$ cat config.mk
export PLATFORM = sky130hd
export DESIGN_NAME = ffsc_plane_gen
export DESIGN_NICKNAME = d
export VERILOG_FILES = /design/src/design/ffsc_pkg.sv /design/src/design/ffsc_plane_gen.sv
export SDC_FILE = /design/constraint.sdc
export NUM_CORES = 2
export LEC_CHECK = 0
export ABC_CLOCK_PERIOD_IN_PS = 23200
export BUFFER_PORTS_ARGS = -buffer_cell sky130_fd_sc_hd__buf_2
export CORE_AREA = 2 2 386 388
export DETAILED_ROUTE_END_ITERATION = 10
export DIE_AREA = 0 0 388 390
export GPL_TIMING_DRIVEN = 0
export PLACE_DENSITY_LB_ADDON = 0.15
export RECOVER_POWER = 25
export SLEW_MARGIN = 5
export SYNTH_ARGS = -nofsm -noshare
export SYNTH_HDL_FRONTEND = slang
export SYNTH_SLANG_ARGS = --single-unit
$ cat constraint.sdc
create_clock -name clk_i -period 23.2 [get_ports clk_i]
set_clock_uncertainty 0.2 [all_clocks]
set_input_delay 1.16 -clock clk_i [delete_from_list [all_inputs] [get_ports clk_i]]
set_output_delay 1.16 -clock clk_i [all_outputs]
set_load 0.01 [all_outputs]
$ cat src/design/ffsc_pkg.sv
// ----------------------------------------------------------------------------
// ffsc_pkg: shared types and constants of the frustum sphere cull block
// Widths of the fixed-point planes, the sphere item and the plane write bus.
// ----------------------------------------------------------------------------
package ffsc_pkg;

  localparam int FRAC_BITS = 16;

  localparam int COORD_W  = 32;
  localparam int RAD_W    = 31;
  localparam int PLANE_W  = 32;
  localparam int N_PLANES = 6;
  localparam int N_COMPS  = 4;
  localparam int COMP_W   = $clog2(N_COMPS);
  localparam int PLANE_IDX_W = $clog2(N_PLANES);

  localparam int N_CFG     = 8;
  localparam int CFG_W     = 64;
  localparam int CFG_IDX_W = 4;
  localparam int CFG_SEL_W = $clog2(N_CFG);

  // Plane derivation widths
  localparam int RAW_W      = 33;              // sum of two Q16.16 entries
  localparam int SQ_W       = 2 * RAW_W;       // sum of three squares
  localparam int ROOT_W     = RAW_W;
  localparam int ROOT_STEPS = SQ_W / 2;
  localparam int SREM_W     = ROOT_W + 3;
  localparam int DIV_W      = RAW_W + 1 + FRAC_BITS;  // rounded numerator
  localparam int DREM_W     = ROOT_W + 1;
  localparam int CNT_W      = $clog2(DIV_W + 1);

  // Sphere test widths
  localparam int PROD_W = 2 * COORD_W;
  localparam int SUM_W  = PROD_W + 2;
  localparam int W_SHIFT = 16;

  localparam logic [CFG_W-1:0] CFG_RESET [N_CFG] = '{
    64'h0000_0000_0001_0000, 64'h0,
    64'h0001_0000_0000_0000, 64'h0,
    64'h0,                   64'h0000_0000_0001_0000,
    64'h0,                   64'h0001_0000_0000_0000
  };

  typedef enum logic [2:0] {
    GEN_IDLE,
    GEN_LOAD,
    GEN_SQR,
    GEN_ROOT,
    GEN_DIVLD,
    GEN_DIV,
    GEN_STORE
  } gen_state_e;

  // One plane component leaving the derivation unit
  typedef struct packed {
    logic                          we;
    logic [PLANE_IDX_W-1:0]        plane;
    logic [COMP_W-1:0]             comp;
    logic signed [PLANE_W-1:0]     value;
  } plane_wr_t;

  // Same write as seen by one cell
  typedef struct packed {
    logic                          we;
    logic [COMP_W-1:0]             comp;
    logic signed [PLANE_W-1:0]     value;
  } cell_wr_t;

  // Sphere item travelling along the chain
  typedef struct packed {
    logic signed [COORD_W-1:0] cx;
    logic signed [COORD_W-1:0] cy;
    logic signed [COORD_W-1:0] cz;
    logic [RAD_W-1:0]          r;
    logic                      vis;
  } sphere_t;

endpackage

$ cat src/design/ffsc_plane_gen.sv
// ----------------------------------------------------------------------------
// ffsc_plane_gen: matrix registers and clip plane derivation
// Holds the eight matrix words and derives the six normalized planes one
// component at a time with a bit-serial square root and divider.
// ----------------------------------------------------------------------------
module ffsc_plane_gen import ffsc_pkg::*; (
  input  logic                 clk_i,
  input  logic                 rst_ni,
  input  logic                 cfg_we_i,
  input  logic [CFG_IDX_W-1:0] cfg_index_i,
  input  logic [CFG_W-1:0]     cfg_data_i,
  output logic                 busy_o,
  output plane_wr_t            wr_o
);

  logic [CFG_W-1:0] cfg_q [N_CFG];

  gen_state_e state_q, state_d;
  logic [PLANE_IDX_W-1:0] plane_q;
  logic [COMP_W-1:0]      comp_q;
  logic [CNT_W-1:0]       cnt_q;

  logic signed [RAW_W-1:0] raw_q [N_COMPS];
  logic [SQ_W-1:0]   prod_q, acc_q;
  logic              zero_q;
  logic [ROOT_W-1:0] root_q;
  logic [SREM_W-1:0] srem_q;
  logic [DIV_W-1:0]  dq_q;
  logic [DREM_W-1:0] drem_q;

  logic cfg_hit;
  assign cfg_hit = cfg_we_i && (cfg_index_i < CFG_IDX_W'(N_CFG));

  function automatic logic [RAW_W-1:0] mag(input logic signed [RAW_W-1:0] v);
    mag = v[RAW_W-1] ? RAW_W'(-v) : RAW_W'(v);
  endfunction

  function automatic logic signed [RAW_W-1:0] half(input logic [CFG_W-1:0] w,
                                                   input logic hi);
    half = hi ? RAW_W'($signed(w[63:32])) : RAW_W'($signed(w[31:0]));
  endfunction

  // Raw plane components: row 3 plus or minus row k
  logic signed [RAW_W-1:0] raw_d [N_COMPS];
  always_comb begin
    logic [1:0] k;
    logic signed [RAW_W-1:0] e3, ek;
    k = plane_q[2:1];
    for (int j = 0; j < N_COMPS; j++) begin
      e3 = half(cfg_q[{2'd3, j[1]}], j[0]);
      ek = half(cfg_q[{k, j[1]}], j[0]);
      raw_d[j] = plane_q[0] ? e3 - ek : e3 + ek;
    end
  end

  // Square root step
  logic [SREM_W-1:0] s_sh, s_trial;
  logic              s_ge;
  assign s_sh    = {srem_q[SREM_W-3:0], acc_q[SQ_W-1 -: 2]};
  assign s_trial = SREM_W'({root_q, 2'b01});
  assign s_ge    = s_sh >= s_trial;

  // Divider step
  logic [DREM_W-1:0] d_sh, d_len;
  logic              d_ge;
  assign d_sh  = {drem_q[DREM_W-2:0], dq_q[DIV_W-1]};
  assign d_len = DREM_W'(root_q);
  assign d_ge  = d_sh >= d_len;

  logic [DIV_W-1:0] num_d;
  assign num_d = {1'b0, mag(raw_q[0]), {FRAC_BITS{1'b0}}} + DIV_W'(root_q[ROOT_W-1:1]);

  // Rounded quotient saturated into the plane word
  logic signed [PLANE_W-1:0] sat_val;
  always_comb begin
    if (raw_q[0][RAW_W-1]) begin
      if (dq_q > DIV_W'(33'h0_8000_0000)) sat_val = 32'sh8000_0000;
      else                                sat_val = PLANE_W'(-dq_q);
    end else begin
      if (dq_q > DIV_W'(33'h0_7FFF_FFFF)) sat_val = 32'sh7FFF_FFFF;
      else                                sat_val = PLANE_W'(dq_q);
    end
  end

  // Next state
  always_comb begin
    state_d = state_q;
    unique case (state_q)
      GEN_IDLE:  state_d = GEN_IDLE;
      GEN_LOAD:  state_d = GEN_SQR;
      GEN_SQR:   if (cnt_q == CNT_W'(N_COMPS - 1)) state_d = GEN_ROOT;
      GEN_ROOT:  if (cnt_q == CNT_W'(ROOT_STEPS - 1)) state_d = GEN_DIVLD;
      GEN_DIVLD: state_d = GEN_DIV;
      GEN_DIV:   if (cnt_q == CNT_W'(DIV_W - 1)) state_d = GEN_STORE;
      GEN_STORE: begin
        if (comp_q != COMP_W'(N_COMPS - 1))              state_d = GEN_DIVLD;
        else if (plane_q != PLANE_IDX_W'(N_PLANES - 1)) state_d = GEN_LOAD;
        else                                             state_d = GEN_IDLE;
      end
      default:   state_d = GEN_IDLE;
    endcase
    if (cfg_hit) state_d = GEN_LOAD;
  end

  // Outputs
  always_comb begin
    busy_o      = state_q != GEN_IDLE;
    wr_o.we     = state_q == GEN_STORE;
    wr_o.plane  = plane_q;
    wr_o.comp   = comp_q;
    wr_o.value  = zero_q ? '0 : sat_val;
  end

  always_ff @(posedge clk_i or negedge rst_ni) begin
    if (!rst_ni) begin
      state_q <= GEN_LOAD;
      plane_q <= '0;
      comp_q  <= '0;
      cnt_q   <= '0;
      for (int i = 0; i < N_CFG; i++) cfg_q[i] <= CFG_RESET[i];
    end else begin
      state_q <= state_d;
      cnt_q   <= (state_d != state_q) ? '0 : cnt_q + CNT_W'(1);
      if (cfg_hit) cfg_q[cfg_index_i[CFG_SEL_W-1:0]] <= cfg_data_i;
      if (cfg_hit) begin
        plane_q <= '0;
        comp_q  <= '0;
      end else if (state_q == GEN_STORE) begin
        comp_q <= comp_q + COMP_W'(1);
        if (comp_q == COMP_W'(N_COMPS - 1)) begin
          plane_q <= (plane_q == PLANE_IDX_W'(N_PLANES - 1)) ? '0
                                                               : plane_q + PLANE_IDX_W'(1);
        end
      end
    end
  end

  // Datapath; raw words rotate so slot 0 is always the current component
  always_ff @(posedge clk_i) begin
    case (state_q)
      GEN_LOAD: begin
        for (int j = 0; j < N_COMPS; j++) raw_q[j] <= raw_d[j];
        acc_q  <= '0;
        prod_q <= '0;
        root_q <= '0;
        srem_q <= '0;
      end
      GEN_SQR: begin
        prod_q <= (cnt_q == CNT_W'(N_COMPS - 1)) ? '0
                  : SQ_W'(mag(raw_q[0])) * SQ_W'(mag(raw_q[0]));
        acc_q  <= acc_q + prod_q;
        zero_q <= (acc_q + prod_q) == '0;
        for (int j = 0; j < N_COMPS; j++) raw_q[j] <= raw_q[(j + 1) % N_COMPS];
      end
      GEN_ROOT: begin
        acc_q  <= {acc_q[SQ_W-3:0], 2'b00};
        srem_q <= s_ge ? s_sh - s_trial : s_sh;
        root_q <= {root_q[ROOT_W-2:0], s_ge};
      end
      GEN_DIVLD: begin
        dq_q   <= num_d;
        drem_q <= '0;
      end
      GEN_DIV: begin
        drem_q <= d_ge ? d_sh - d_len : d_sh;
        dq_q   <= {dq_q[DIV_W-2:0], d_ge};
      end
      GEN_STORE: begin
        for (int j = 0; j < N_COMPS; j++) raw_q[j] <= raw_q[(j + 1) % N_COMPS];
      end
      default: ;
    endcase
  end

endmodule

## Yosys cells after proc, flatten, opt, wreduce, memory -nomap -nowiden

Memory sizes are Yosys's and may differ from the RTL's.
Index checks and enable logic that the tools add are counted.

| operators by class | value |
|---|---|
| add/sub/neg operators | 17 |
| multipliers | 1 |
| div/mod/pow operators | 0 |
| order comparisons | 9 |
| equal/unequal tests | 14 |
| shift operators | 0 |
| mux-type cells | 55 |
| bitwise operators | 11 |
| reduce and logical (&&, ||, !) cells | 11 |

Operator list:

| operator | count |
|---|---|
| 512-bit bitwise mux | 1 |
| 33-bit two-way mux | 14 |
| 64-bit binary-select mux with 3-bit select | 2 |
| 64-bit two-way mux | 5 |
| 66-bit case mux with 3 select lines | 1 |
| 64-bit demux with 3-bit select | 1 |
| 32-bit by 32-bit adder with 33-bit output | 4 |
| 33-bit case mux with 2 select lines | 2 |
| 66-bit case mux with 2 select lines | 1 |
| 32-bit by 32-bit subtractor with 33-bit output | 4 |
| 32-bit two-way mux | 4 |
| 50-bit case mux with 2 select lines | 1 |
| 34-bit case mux with 2 select lines | 1 |
| 66-bit adder | 1 |
| 66-bit logical NOT | 1 |
| 33-bit by 33-bit multiplier with 66-bit output | 1 |
| 66-bit two-way mux | 1 |
| 49-bit by 32-bit adder with 50-bit output | 1 |
| 50-bit by 31-bit > comparator with 1-bit output (second input constant) | 1 |
| 50-bit by 32-bit > comparator with 1-bit output (second input constant) | 1 |
| 36-bit by 35-bit greater-or-equal comparator with 1-bit output | 1 |
| 34-bit by 33-bit greater-or-equal comparator with 1-bit output | 1 |
| 34-bit two-way mux | 1 |
| 34-bit subtractor | 1 |
| other kinds (29) | 66 |

| word-level totals | value |
|---|---|
| register bits after elaboration | 809 |
| bits in latches | 0 |
| memory bits (writable) | 132 |
| memory bits (read-only) | 0 |
| bits of input ports | 71 |
| output and inout bits | 39 |
| memories | 1 |

Memories:

| memory | depth | bits a word | rd ports | clocked after memory_dff | write ports | line | source |
|---|---|---|---|---|---|---|---|
| raw_q | 4 | 33 | 4 | 0 | 4 | ffsc_plane_gen.sv:23 | `logic signed [RAW_W-1:0] raw_q [N_COMPS];` |

## Longest topological paths before layout

| logic depth | value |
|---|---|
| depth after elaboration | 8 |
| gate-level depth with buffers | 40 |
| gate-level depth less buffers | 38 |

## Worst setup path after synthesis

Ideal clock, no wire load.

| timing path | value |
|---|---|
| kind | register to register |
| from | memory raw_q[0][9] |
| to | register prod_q[62] (data pin) |
| library setup time | 0.265 ns |
| data arrival time | 9.962 ns |
| setup slack | 12.773 ns |
| stages on the path, launching flop included | 37 |
| path buffers | 2 |
| clock period less this slack | 10.427 ns |
| cells stage by stage | edfxtp_1 > or4_1 > nor3_1 > nand4_1 > or3_1 > o31ai_1 > xor2_1 > inv_2 > buf_2 > buf_2 > nand2_1 > fa_1 > fa_1 > inv_1 > fa_1 > inv_1 > fa_1 > inv_1 > fa_1 > fa_1 > fa_1 > inv_1 > fa_1 > inv_1 > ha_1 > a21o_1 > a21oi_1 > nor2b_1 > o21ai_0 > a21o_1 > a2111oi_0 > nor3_1 > nor3_1 > o31ai_1 > nand3_1 > nor4_1 > or3_1 |

RTL lines:

| element | line | source |
|---|---|---|
| start: declaration | ffsc_plane_gen.sv:23 |  |
| end signal: assignment | ffsc_plane_gen.sv:149 | `prod_q <= (cnt_q == CNT_W'(N_COMPS - 1)) ? '0` |
| end: declaration | ffsc_plane_gen.sv:24 | `logic [SQ_W-1:0] prod_q, acc_q;` |

==> out/results.ini <==
[clock_tree]
cts.sinks=940
h-tree-depth=3
clk_pin_slew_ns=0.07
cts_buffers=104
postCtsSetupBuffers=0
insertion_delay_ns=0.78
cts_root_buffer=clkbuf_16
post_cts_resized=0
hold_buffers=0
cts_tree=yes
clock_path_buffers=3

[global_routing]
grt_max_degree=121
grt_use_total_pct=38.4
grt.overflow.total=0
antenna_found_initial=4
grt_pass1_vias=69200
grt_pass1_wl_um=431000

[status]
status=finished, violations left
violations=max-capacitance violations, max-slew violations

[run]
drv_cap=11

[setup_path]
r2r-start=raw_q[0][0]
cpPeakStageDelay_ns=1.21
r2r_end=prod_q[62]
worstSetupPathType=flop to flop
crit_arrival_ns=15.18
worstPathMaxFanout=11
rr_worst_depth=33
end_kind=flop
cp.required_ns=23.42
cp_slowest_cell=a2111oi_0
start_kind=flop
critical-path-top-cell-by-count=fa_1
r2r_slack_ns=8.24

[finish]
drive_above_1_share_pct=11.8
final_common_cell=inv_1
utilization_pct=64.5
final_cell_mix=inv_1, fa_1, nor2_1
num-nets-final=10500
area_growth_pct=8.01

[place]
gp_congestion=1.04
hpwl_um=229000
portBuffers=109

[floorplan]
die_h_um=390
num_rows=141
die_area_um2=151000
core-area_um2=147000
die_x_um=388
ios=110
start_util_pct=59.8

[sta]
rsz0062_at_grt=false
fmax_ghz=0.0668
tns_ns=0
slew_headroom_pct=-309
hold_ws_ns=0.299
maxSlewViolCount=639
finalHoldViolCount=0
period_share_pct=64.5
finalCriticalPeriod_ns=14.96
setup_viol=0
worstMarginPinSlew_ns=6.14

[min_path]
hold_path_end=cfg_q[198]
hp-start=cfg_q[198]
hold_class=flop to flop
hold_depth=1

[synthesis]
synthAdderAreaFrac_pct=27.7
synthArstFlopShare_pct=56.0
ys_warn_count=0
ys_seq_area_share_pct=29.1
muxShareOfSynthArea_pct=10.4
synth_edf_count=414
synth_compound_area_share_pct=9.81
ys_seq_elements=940
yosys.area_share.simple_pct=11.0
synth_top_family_by_area=adder cells
syn_area_um2=87900
synth_cell_types=102
synth_ff_type=dfrtp_1
synth_cells=8714
syn-mean-instance-area_um2=10.1
synth_xor_area_share_pct=4.79

[drt]
drt_wl_total_um=287000
drc=0
dr.first_iter.drc_count=5905
via_count=67400
routedWlPerCell_um=26.1
drt_first_pass_iters=7
viasPerCell=6.13
ant_nets=0

==> worst max-delay path by stage <==
stage / slack [ns] / cells after the start / to / startpoint
floorplan: 12.77 / 36 / prod_q[62] / raw_q[0][9]
global route: 6.19 / 3 / cfg_q[10] / rst_ni
CTS: 8.36 / 33 / prod_q[62] / raw_q[0][0]
global placement: 8.29 / 38 / prod_q[62] / raw_q[0][0]
finish: 8.24 / 33 / prod_q[62] / raw_q[0][0]
detailed placement: 8.49 / 33 / prod_q[62] / raw_q[0][0]
==> kinds of logic after synthesis <==
| group | Yosys count |
|---|---|
| simple gates | 2165 |
| buf+inv | 1646 |
| fa+ha+maj | 1423 |
| compound gates | 1368 |
| flops | 940 |
| mux | 690 |
| xor+xnor | 480 |
| other cells | 2 |
==> worst max-delay path, delay by kind of cell (launching register included) <==
family,cells,cell delay (ns)
adders and majority gates,10,4.80
and+or+nand+nor,8,2.44
buffers and inverters,6,2.87
DFF,1,0.77
AOI/OAI and AO/OA,8,2.70
xor gates and xnor gates,1,0.79
==> final cells by class <==
cell class	count	area, um2
Antenna cell	2	5.00
Buffer	337	1390
Clock buffer	133	2890
Clock inverter	61	712
Fill cell	12000	52200
Inverter	1309	4910
Multi-Input combinational cell	6151	56200
Sequential cell	940	25600
Tap cell	1930	2410
Timing Repair Buffer	128	800
==> metal layers <==
layer	wire (um)	track usage [%]	vias to the layer above
met5	174	0.638	-
met4	22800	25.0	8
met3	23200	7.71	791
met2	132000	61.4	2859
met1	110000	47.6	33900
li1	-	-	29800
==> state kept, by name (all words and copies together) (netlist names) <==
register and count:
cfg_q 512, raw_q 132, acc_q 66, prod_q 65
dq_q 50, srem_q 34, drem_q 33, root_q 33
cnt_q 6, plane_q 3, state_q 3, comp_q 2
zero_q 1
==> metrics by stage <==
stage	cell area, um2	setup slack [ns]	std cells
global route	95000	6.19	11000
CTS	95100	8.36	11000
floorplan	88000	12.77	8737
finish	95000	8.24	11000
global placement	91000	8.29	10800
detailed placement	91500	8.49	10800
==> Yosys cell counts (all sizes together), types with 13 or more instances <==
cell    number  share of area, %
a211oi      50              0.43
a21boi      13              0.11
a21o       160               1.4
a21oi      511               2.9
a221oi      37              0.37
a31oi       37              0.26
and2        45              0.32
and3        34              0.24
and4        14              0.14
buf         67              0.42
clkbuf     270               1.2
dfrtp      521                15
edfxtp     414                14
fa         869                20
ha         554               7.9
inv       1301               5.6
mux2       509               6.5
mux2i       53              0.60
mux4       128               3.3
nand2      698               3.0
nand2b      52              0.37
nand3       91              0.52
nand4       46              0.33
nor2       835               3.6
nor2b       41              0.29
nor3       119              0.69
nor3b       15              0.13
nor4        50              0.39
o211ai      17              0.15
o21a        47              0.40
o21ai      256               1.5
o21bai      53              0.45
o31ai       40              0.35
or2         20              0.14
or3         47              0.33
or4         20              0.19
xnor2      334               3.3
xor2       146               1.5
Power is not shown: default switching activity piles up to over one toggle a cycle in this logic, so the estimate is an artifact.
